`config.mk`:
```
export PLATFORM = sky130hd
export DESIGN_NAME = kway_merge_min_select
export DESIGN_NICKNAME = d
export VERILOG_FILES = /design/src/design/kwm_pkg.sv /design/src/design/kwm_front.sv /design/src/design/kwm_queue.sv /design/src/design/kwm_back.sv /design/src/design/kway_merge_min_select.sv
export SDC_FILE = /design/constraint.sdc
export NUM_CORES = 2
export LEC_CHECK = 0
export ABC_AREA = 1
export BUFFER_PORTS_ARGS = -buffer_cell sky130_fd_sc_hd__buf_2
export CELL_PAD_IN_SITES_DETAIL_PLACEMENT = 1
export CELL_PAD_IN_SITES_GLOBAL_PLACEMENT = 1
export CORE_MARGIN = 2
export CORE_UTILIZATION = 52
export CTS_CLUSTER_DIAMETER = 60
export DETAILED_ROUTE_END_ITERATION = 6
export PLACE_DENSITY_LB_ADDON = 0.2
export SLEW_MARGIN = 20
export SYNTH_ARGS = -nofsm -noshare
export SYNTH_HDL_FRONTEND = slang
export SYNTH_SLANG_ARGS = --single-unit
```
`constraint.sdc`:
```
create_clock -name clk -period 6.1 [get_ports clk]
set_input_delay 0.61 -clock clk [delete_from_list [all_inputs] [get_ports clk]]
set_output_delay 0.61 -clock clk [all_outputs]
set_load 0.02 [all_outputs]
```
`src/design/kwm_pkg.sv`:
```
// Package with the word types, queue command type and constants of the k-way merge block.
`default_nettype none

package kwm_pkg;

  localparam int WAYS_DEFAULT = 32;
  localparam int QUEUE_DEPTH = 2;
  localparam int WAY_W = 5;
  localparam int KEY_W = 29;
  localparam int PAY_W = 32;
  localparam int CFG_W = 6;

  typedef struct packed {
    logic [WAY_W-1:0] way;
    logic [KEY_W-1:0] key;
    logic [PAY_W-1:0] payload;
    logic             end_of_run;
  } in_word_t;

  typedef struct packed {
    logic [KEY_W-1:0] out_key;
    logic [PAY_W-1:0] out_payload;
    logic [WAY_W-1:0] out_way;
    logic             all_done;
  } out_word_t;

  typedef enum logic [1:0] {
    CMD_LOAD = 2'd0,
    CMD_END  = 2'd1,
    CMD_SKIP = 2'd2
  } cmd_kind_t;

  typedef struct packed {
    cmd_kind_t        kind;
    logic [WAY_W-1:0] way;
    logic [KEY_W-1:0] key;
    logic [PAY_W-1:0] payload;
  } cmd_t;

endpackage

`default_nettype wire

```
`src/design/kwm_front.sv`:
```
// Input side: accepts words and classifies them into load, end or skip commands.
`default_nettype none

module kwm_front import kwm_pkg::*; #(
  parameter int WAYS = WAYS_DEFAULT
) (
  input  wire logic                       src_valid,
  output logic                            src_stall,
  input  wire in_word_t                   src_data,
  input  wire logic [$clog2(WAYS+1)-1:0]  live_ways,
  input  wire logic                       q_full,
  output logic                            q_push,
  output cmd_t                            q_cmd
);

  assign src_stall = q_full;
  assign q_push    = src_valid && !q_full;

  always_comb begin
    q_cmd.way     = src_data.way;
    q_cmd.key     = src_data.key;
    q_cmd.payload = src_data.payload;
    priority if (int'(src_data.way) >= int'(live_ways)) begin
      q_cmd.kind = CMD_SKIP;
    end else if (src_data.end_of_run) begin
      q_cmd.kind = CMD_END;
    end else begin
      q_cmd.kind = CMD_LOAD;
    end
  end

endmodule

`default_nettype wire

```
`src/design/kwm_queue.sv`:
```
// Short command queue between the input side and the merge engine.
`default_nettype none

module kwm_queue import kwm_pkg::*; (
  input  wire logic clk,
  input  wire logic rst,
  input  wire logic push,
  input  wire cmd_t push_cmd,
  output logic      full,
  input  wire logic pop,
  output logic      empty,
  output cmd_t      pop_cmd
);

  localparam int PW = (QUEUE_DEPTH > 1) ? $clog2(QUEUE_DEPTH) : 1;
  localparam int CW = $clog2(QUEUE_DEPTH + 1);

  cmd_t          entry [QUEUE_DEPTH];
  logic [PW-1:0] wr_ptr;
  logic [PW-1:0] rd_ptr;
  logic [CW-1:0] count;

  assign full    = (int'(count) == QUEUE_DEPTH);
  assign empty   = (count == '0);
  assign pop_cmd = entry[rd_ptr];

  always_ff @(posedge clk) begin
    if (push) begin
      entry[wr_ptr] <= push_cmd;
    end
  end

  always_ff @(posedge clk) begin
    if (rst) begin
      wr_ptr <= '0;
      rd_ptr <= '0;
      count  <= '0;
    end else begin
      if (push) begin
        wr_ptr <= (int'(wr_ptr) == QUEUE_DEPTH - 1) ? '0 : wr_ptr + 1'b1;
      end
      if (pop) begin
        rd_ptr <= (int'(rd_ptr) == QUEUE_DEPTH - 1) ? '0 : rd_ptr + 1'b1;
      end
      if (push && !pop) begin
        count <= count + 1'b1;
      end else if (pop && !push) begin
        count <= count - 1'b1;
      end
    end
  end

endmodule

`default_nettype wire

```
`src/design/kwm_back.sv`:
```
// Merge engine: updates the way heads, scans for the smallest key and holds the output word.
`default_nettype none

module kwm_back import kwm_pkg::*; #(
  parameter int WAYS = WAYS_DEFAULT
) (
  input  wire logic                       clk,
  input  wire logic                       rst,
  input  wire logic [$clog2(WAYS+1)-1:0]  live_ways,
  input  wire logic                       q_empty,
  output logic                            q_pop,
  input  wire cmd_t                       q_cmd,
  output logic                            dst_valid,
  input  wire logic                       dst_stall,
  output out_word_t                       dst_data
);

  localparam int NW = $clog2(WAYS + 1);
  localparam int IW = $clog2(WAYS);

  typedef enum logic [4:0] {
    S_IDLE  = 5'b00001,
    S_CHECK = 5'b00010,
    S_SCAN  = 5'b00100,
    S_FETCH = 5'b01000,
    S_EMIT  = 5'b10000
  } state_t;

  state_t state;
  state_t state_next;

  logic [KEY_W-1:0] key_mem [WAYS];
  logic [PAY_W-1:0] pay_mem [WAYS];
  logic [WAYS-1:0]  head_valid;
  logic [WAYS-1:0]  way_exhausted;
  logic             done_sent;

  logic [NW-1:0]    scan_idx;
  logic [IW-1:0]    rd_addr;
  logic [KEY_W-1:0] rd_key;
  logic [PAY_W-1:0] rd_pay;
  logic             cmp_vld;
  logic [IW-1:0]    cmp_idx;
  logic             found;
  logic [KEY_W-1:0] best_key;
  logic [IW-1:0]    best_idx;
  logic             res_done;

  logic [WAYS-1:0]  need_mask;
  logic             all_ready;
  logic             any_head;
  logic             out_free;
  logic             scan_live;

  always_comb begin
    for (int i = 0; i < WAYS; i++) begin
      need_mask[i] = (i < int'(live_ways));
    end
  end

  assign all_ready = &(~need_mask | head_valid | way_exhausted);
  assign any_head  = |(need_mask & head_valid);
  assign out_free  = !dst_valid || !dst_stall;
  assign q_pop     = (state == S_IDLE) && !q_empty;
  assign scan_live = (scan_idx < live_ways);
  assign rd_addr   = (state == S_SCAN) ? scan_idx[IW-1:0] : best_idx;

  always_comb begin
    state_next = state;
    unique case (state)
      S_IDLE: begin
        if (!q_empty) begin
          state_next = S_CHECK;
        end
      end
      S_CHECK: begin
        priority if (all_ready && any_head) begin
          state_next = S_SCAN;
        end else if (all_ready && !done_sent) begin
          state_next = S_EMIT;
        end else begin
          state_next = S_IDLE;
        end
      end
      S_SCAN: begin
        if (!scan_live) begin
          state_next = S_FETCH;
        end
      end
      S_FETCH: begin
        state_next = S_EMIT;
      end
      S_EMIT: begin
        if (out_free) begin
          state_next = S_IDLE;
        end
      end
      default: begin
        state_next = S_IDLE;
      end
    endcase
  end

  always_ff @(posedge clk) begin
    if (q_pop && q_cmd.kind == CMD_LOAD && !way_exhausted[IW'(q_cmd.way)]) begin
      key_mem[IW'(q_cmd.way)] <= q_cmd.key;
      pay_mem[IW'(q_cmd.way)] <= q_cmd.payload;
    end
    rd_key <= key_mem[rd_addr];
    rd_pay <= pay_mem[rd_addr];
  end

  always_ff @(posedge clk) begin
    cmp_idx <= scan_idx[IW-1:0];
    if (state == S_SCAN) begin
      scan_idx <= scan_idx + 1'b1;
    end else begin
      scan_idx <= '0;
    end
    if (state == S_CHECK) begin
      res_done <= !any_head;
    end
    if (cmp_vld && (!found || rd_key < best_key)) begin
      best_key <= rd_key;
      best_idx <= cmp_idx;
    end
  end

  always_ff @(posedge clk) begin
    if (rst) begin
      state         <= S_IDLE;
      head_valid    <= '0;
      way_exhausted <= '0;
      done_sent     <= 1'b0;
      cmp_vld       <= 1'b0;
      found         <= 1'b0;
      dst_valid     <= 1'b0;
    end else begin
      state   <= state_next;
      cmp_vld <= (state == S_SCAN) && scan_live && head_valid[scan_idx[IW-1:0]];
      if (state == S_CHECK) begin
        found <= 1'b0;
      end else if (cmp_vld) begin
        found <= 1'b1;
      end
      if (q_pop) begin
        if (q_cmd.kind == CMD_END) begin
          way_exhausted[IW'(q_cmd.way)] <= 1'b1;
        end else if (q_cmd.kind == CMD_LOAD && !way_exhausted[IW'(q_cmd.way)]) begin
          head_valid[IW'(q_cmd.way)] <= 1'b1;
        end
      end
      if (state == S_EMIT && out_free) begin
        dst_valid <= 1'b1;
        if (res_done) begin
          done_sent <= 1'b1;
        end else begin
          head_valid[best_idx] <= 1'b0;
        end
      end else if (!dst_stall) begin
        dst_valid <= 1'b0;
      end
    end
  end

  always_ff @(posedge clk) begin
    if (state == S_EMIT && out_free) begin
      if (res_done) begin
        dst_data.out_key     <= '0;
        dst_data.out_payload <= '0;
        dst_data.out_way     <= '0;
        dst_data.all_done    <= 1'b1;
      end else begin
        dst_data.out_key     <= best_key;
        dst_data.out_payload <= rd_pay;
        dst_data.out_way     <= WAY_W'(best_idx);
        dst_data.all_done    <= 1'b0;
      end
    end
  end

endmodule

`default_nettype wire

```
`src/design/kway_merge_min_select.sv`:
```
// Top level of the k-way merge block: ways register, input side, queue and merge engine.
//
//   channel | valid     | stall     | word
//   --------+-----------+-----------+-----------------------------
//   input   | src_valid | src_stall | src_data  (in_word_t)
//   output  | dst_valid | dst_stall | dst_data  (out_word_t)
//   config  | cfg_wr_en | -         | cfg_wr_data (active ways)
//
// An item that emits nothing goes from idle to check and back to idle in the merge engine.
// An item that emits a record passes the check, scan, fetch and emit states; its
// scan reads one way head per cycle from the key memory.
// A two-word queue lets the input side keep accepting while the engine works.
// A finished word waits in the output register while the next item is taken.
// Reset clears all head and exhausted marks and sets active ways to 32, or to WAYS if smaller.
`default_nettype none

module kway_merge_min_select import kwm_pkg::*; #(
  parameter int WAYS = WAYS_DEFAULT
) (
  input  wire logic             clk,
  input  wire logic             rst,
  input  wire logic             src_valid,
  output logic                  src_stall,
  input  wire in_word_t         src_data,
  output logic                  dst_valid,
  input  wire logic             dst_stall,
  output out_word_t             dst_data,
  input  wire logic             cfg_wr_en,
  input  wire logic [CFG_W-1:0] cfg_wr_data
);

  localparam int NW = $clog2(WAYS + 1);
  localparam logic [CFG_W-1:0] AW_RESET = CFG_W'((32 < WAYS) ? 32 : WAYS);

  logic [CFG_W-1:0] active_ways;
  logic [NW-1:0]    live_ways;
  logic             q_full;
  logic             q_push;
  logic             q_empty;
  logic             q_pop;
  cmd_t             push_cmd;
  cmd_t             pop_cmd;

  always_ff @(posedge clk) begin
    if (rst) begin
      active_ways <= AW_RESET;
    end else if (cfg_wr_en) begin
      active_ways <= cfg_wr_data;
    end
  end

  always_comb begin
    priority if (int'(active_ways) > WAYS) begin
      live_ways = NW'(WAYS);
    end else if (active_ways == '0) begin
      live_ways = NW'(1);
    end else begin
      live_ways = NW'(active_ways);
    end
  end

  kwm_front #(.WAYS(WAYS)) u_front (
    .src_valid (src_valid),
    .src_stall (src_stall),
    .src_data  (src_data),
    .live_ways (live_ways),
    .q_full    (q_full),
    .q_push    (q_push),
    .q_cmd     (push_cmd)
  );

  kwm_queue u_queue (
    .clk      (clk),
    .rst      (rst),
    .push     (q_push),
    .push_cmd (push_cmd),
    .full     (q_full),
    .pop      (q_pop),
    .empty    (q_empty),
    .pop_cmd  (pop_cmd)
  );

  kwm_back #(.WAYS(WAYS)) u_back (
    .clk       (clk),
    .rst       (rst),
    .live_ways (live_ways),
    .q_empty   (q_empty),
    .q_pop     (q_pop),
    .q_cmd     (pop_cmd),
    .dst_valid (dst_valid),
    .dst_stall (dst_stall),
    .dst_data  (dst_data)
  );

`ifndef SYNTHESIS
  a_done_fields_zero: assert property (@(posedge clk) disable iff (rst)
    dst_valid && dst_data.all_done |->
      dst_data.out_key == '0 && dst_data.out_payload == '0 && dst_data.out_way == '0)
    else $error("Done word carries nonzero record fields.");

  a_done_once: assert property (@(posedge clk) disable iff (rst)
    dst_valid && !dst_stall && dst_data.all_done |=> !(dst_valid && dst_data.all_done))
    else $error("Done word repeated.");

  a_no_pop_empty: assert property (@(posedge clk) disable iff (rst)
    q_pop |-> !q_empty)
    else $error("Engine took a word from an empty queue.");
`endif

endmodule

`default_nettype wire

```
==> flow_metrics.tcl <==
set metrics [dict create \
    numClockSinks 2346 \
    die_area_um2 180000 \
    post-synth-top-count-cell "edfxtp_1" \
    crit_type "register to register" \
    antenna_found_initial 17 \
    end_kind "register" \
    synth-compound-area-share_pct 11.4 \
    finalHoldViolations 0 \
    power_leakage_nw 34.0 \
    synth_area_leaders "edfxtp_1 (72%), o21ai_0 (4.9%), nor2_1 (4.8%)" \
    min_period_ns 4.42 \
    met1_usage_pct 47.5 \
    syn-num-nets 6986 \
    startpoint_type "register" \
    cts_made_buffers 237 \
    n_fill_cell 16800 \
    finish.utilization_pct 59.0 \
    synth_cells 6868 \
    cts_tree "yes" \
    drive_above_1_share_pct 10.3 \
    dp_hpwl_um 174000 \
    grt.total_usage_pct 33.7 \
    clockBufferDepth 3 \
    ir_drop_uv 289 \
    avgSynthCellArea_um2 13.3 \
    grt_max_degree 205 \
    clock_latency_ns 0.90 \
    ys.flop_type "edfxtp_1" \
    worst_slew_pin_slew_ns 1.18 \
    drc 0 \
    fp.dieH_um 424 \
    gr-total-overflow 0 \
    fin_crit_sh_pct 72.5 \
    clk_pin_slew_ns 0.06 \
    rows 154 \
    synth_top_family_by_area "compound AO/OA/AOI/OAI gates" \
    wirelength_um 305000 \
    syn_to_final_growth_pct 13.1 \
    ys_seq_area_share_pct 75.1 \
    ys_top_cells_by_count "edfxtp_1 (2190), nor2_1 (1166), o21ai_0 (890)" \
    max-slew-margin-rel_pct 21.6 \
    ctsResizeCount 0 \
    r2r_slack_ns 1.68 \
    grt_busiest_layer "met2" \
    finalMaxSlewViolations 0 \
    netlist.area_leader.share_pct 71.7 \
    drt-initial-drc-count 8103 \
    synth_edf_count 2190 \
    vias 62400 \
    finalSetupViolCount 0 \
    grt_pass1_vias 64500 \
    tns_ns 0 \
    synth_xor_area_share_pct 0.0191 \
    async_flop_share_pct 0 \
    port_buffers 146 \
    critical_path_required_ns 6.93 \
    htree_levels 4 \
    final_nets 7143 \
    yosysTopAreaCell "edfxtp_1" \
    drt-pass1-iter-count 5 \
    routedWlPerCell_um 31.8 \
    met3_usage_pct 6.14 \
    drv_cap 0 \
    grt_pass1_wl_um 443000 \
    syn_area_um2 91700 \
    path_max_fanout 98 \
    synth-seq-cells 2346 \
    finClkSkew_ns 0.0317 \
    met2_usage_pct 53.1 \
    gp_congestion 0.895 \
    synthDistinctLibCells 46 \
    die_w_um 424 \
    coreArea_um2 176000 \
    drt-vias-per-instance 6.51 \
    rsz0062_at_grt "no" \
    synthAdderAreaFrac_pct 0.546 \
    status "finished, final reports clean" \
    detail-route-antenna-nets 0 \
    synth-simple-area-share_pct 9.61 \
    powerDensity_nw_per_um2 390 \
    hold_path.class "input pin to register" \
    root_buffer "clkbuf_16" \
    crit_arrival_ns 5.25 \
    synth_warnings 0 \
    io_pins 147 \
    synthMuxAreaShare_pct 0.0218 \
    max_freq_mhz 226 \
    start_util_pct 52.2 \
]
## registers in the layout, indices dropped and copies added, names as in the netlist, 5 cells and up, named ones only
signal and count:
active_ways 6, u_back.best_idx 5, u_back.best_key 29, u_back.cmp_idx 5, u_back.dst_data 67, u_back.head_valid 32
u_back.key_mem 928, u_back.pay_mem 1024, u_back.rd_key 29, u_back.rd_pay 32, u_back.scan_idx 6, u_back.state 5
u_back.way_exhausted 32, u_queue.entry 136
## through the flow
| stage | hold WS, ns | power, mW | setup slack, ns | cells | instance area, µm² |
|---|---|---|---|---|---|
| floorplan | 0.354 | 23.1 | 0.779 | 6868 | 91700 |
| global placement | 0.387 | 25.8 | 1.96 | 9053 | 95300 |
| detailed placement | 0.395 | 26.1 | 1.90 | 9054 | 95300 |
| CTS | 0.0243 | 40.3 | 1.86 | 9578 | 104000 |
| global route | 0.0704 | 41.5 | 1.47 | 9579 | 104000 |
| finish | 0.0752 | 40.4 | 1.68 | 9581 | 104000 |
## area by class of cell
| cell class | count | area, µm² | area share, % |
|---|---|---|---|
| Clock inverter | 107 | 960 | 0.925 |
| Multi-Input combinational cell | 3814 | 19900 | 19.2 |
| Tap cell | 2340 | 2930 | 2.82 |
| Inverter | 240 | 1040 | 1.00 |
| Clock buffer | 346 | 6670 | 6.43 |
| Timing Repair Buffer | 386 | 3300 | 3.18 |
| Antenna cell | 2 | 5.00 | 0.00483 |
| Sequential cell | 2346 | 68900 | 66.4 |
## per-layer routing
| metal | routed length [µm] | share of wire, % |
|---|---|---|
| met5 | 13 | 0.0043 |
| met4 | 9990 | 3.3 |
| met3 | 28700 | 9.4 |
| met2 | 143000 | 47 |
| met1 | 123000 | 40 |
## timing repair
| action | 4_1_cts | 5_1_grt |
|---|---|---|
| hold endpoints to repair | 135 | 0 |
| setup buffers | 0 | 0 |
| endpoints found under the setup margin | 0 | 0 |
| hold buffers | 71 | 0 |
## cells in the final DEF (no fill, tap or decap), types with 155 or more instances in the layout
master / netlist / routed
inv_1: 228 / 196
nor2_1: 1166 / 1164
edfxtp_1: 2190 / 2190
dfxtp_1: 156 / 155
o21ai_1: 178 / 175
clkbuf_16: 0 / 241
o21ai_0: 890 / 890
nand2_1: 331 / 324
nand3_1: 439 / 439
o221ai_1: 493 / 493
## worst paths after layout
check	startpoint	endpoint	cells after the start
worst max-delay path	u_back.scan_idx[0]$_SDFF_PN0_	u_back.rd_pay[31]$_DFF_P_	10
worst min-delay path	cfg_wr_data[4]	active_ways[4]$_SDFFE_PP0P_	3
worst max register to register	u_back.scan_idx[0]$_SDFF_PN0_	u_back.rd_pay[31]$_DFF_P_	10
worst min register to register	u_back.cmp_idx[4]$_DFF_P_	u_back.best_idx[4]$_DFFE_PP_	0
## power by group
part	switching, mW	internal, mW	total (mW)
logic	5.18	1.36	6.54
registers	0.190	19.3	19.5
clock network	6.28	8.12	14.4
## cell families (layout without fill, tap and decap cells)
| group | Yosys count | in the layout |
|---|---|---|
| and+or+nand+nor | 2062 | 2062 |
| buffers and inverters | 708 | 1079 |
| xor gates and xnor gates | 2 | 2 |
| other | 0 | 2 |
| DFF | 2346 | 2346 |
| muxes | 2 | 2 |
| AOI/OAI and AO/OA | 1708 | 1708 |
| adders and majority gates | 40 | 40 |
## worst max-delay path: stages (launching register included)
cell and delay (ns):
dfxtp_1 0.84, inv_1 0.37, nand2_2 0.24, nand2_8 0.23, inv_8 0.65, buf_12 0.38
o21ai_0 0.12, o221ai_1 0.72, nand3_1 0.30, nand3_1 0.16, and2_1 0.14
(Power assumes the default switching activity.)
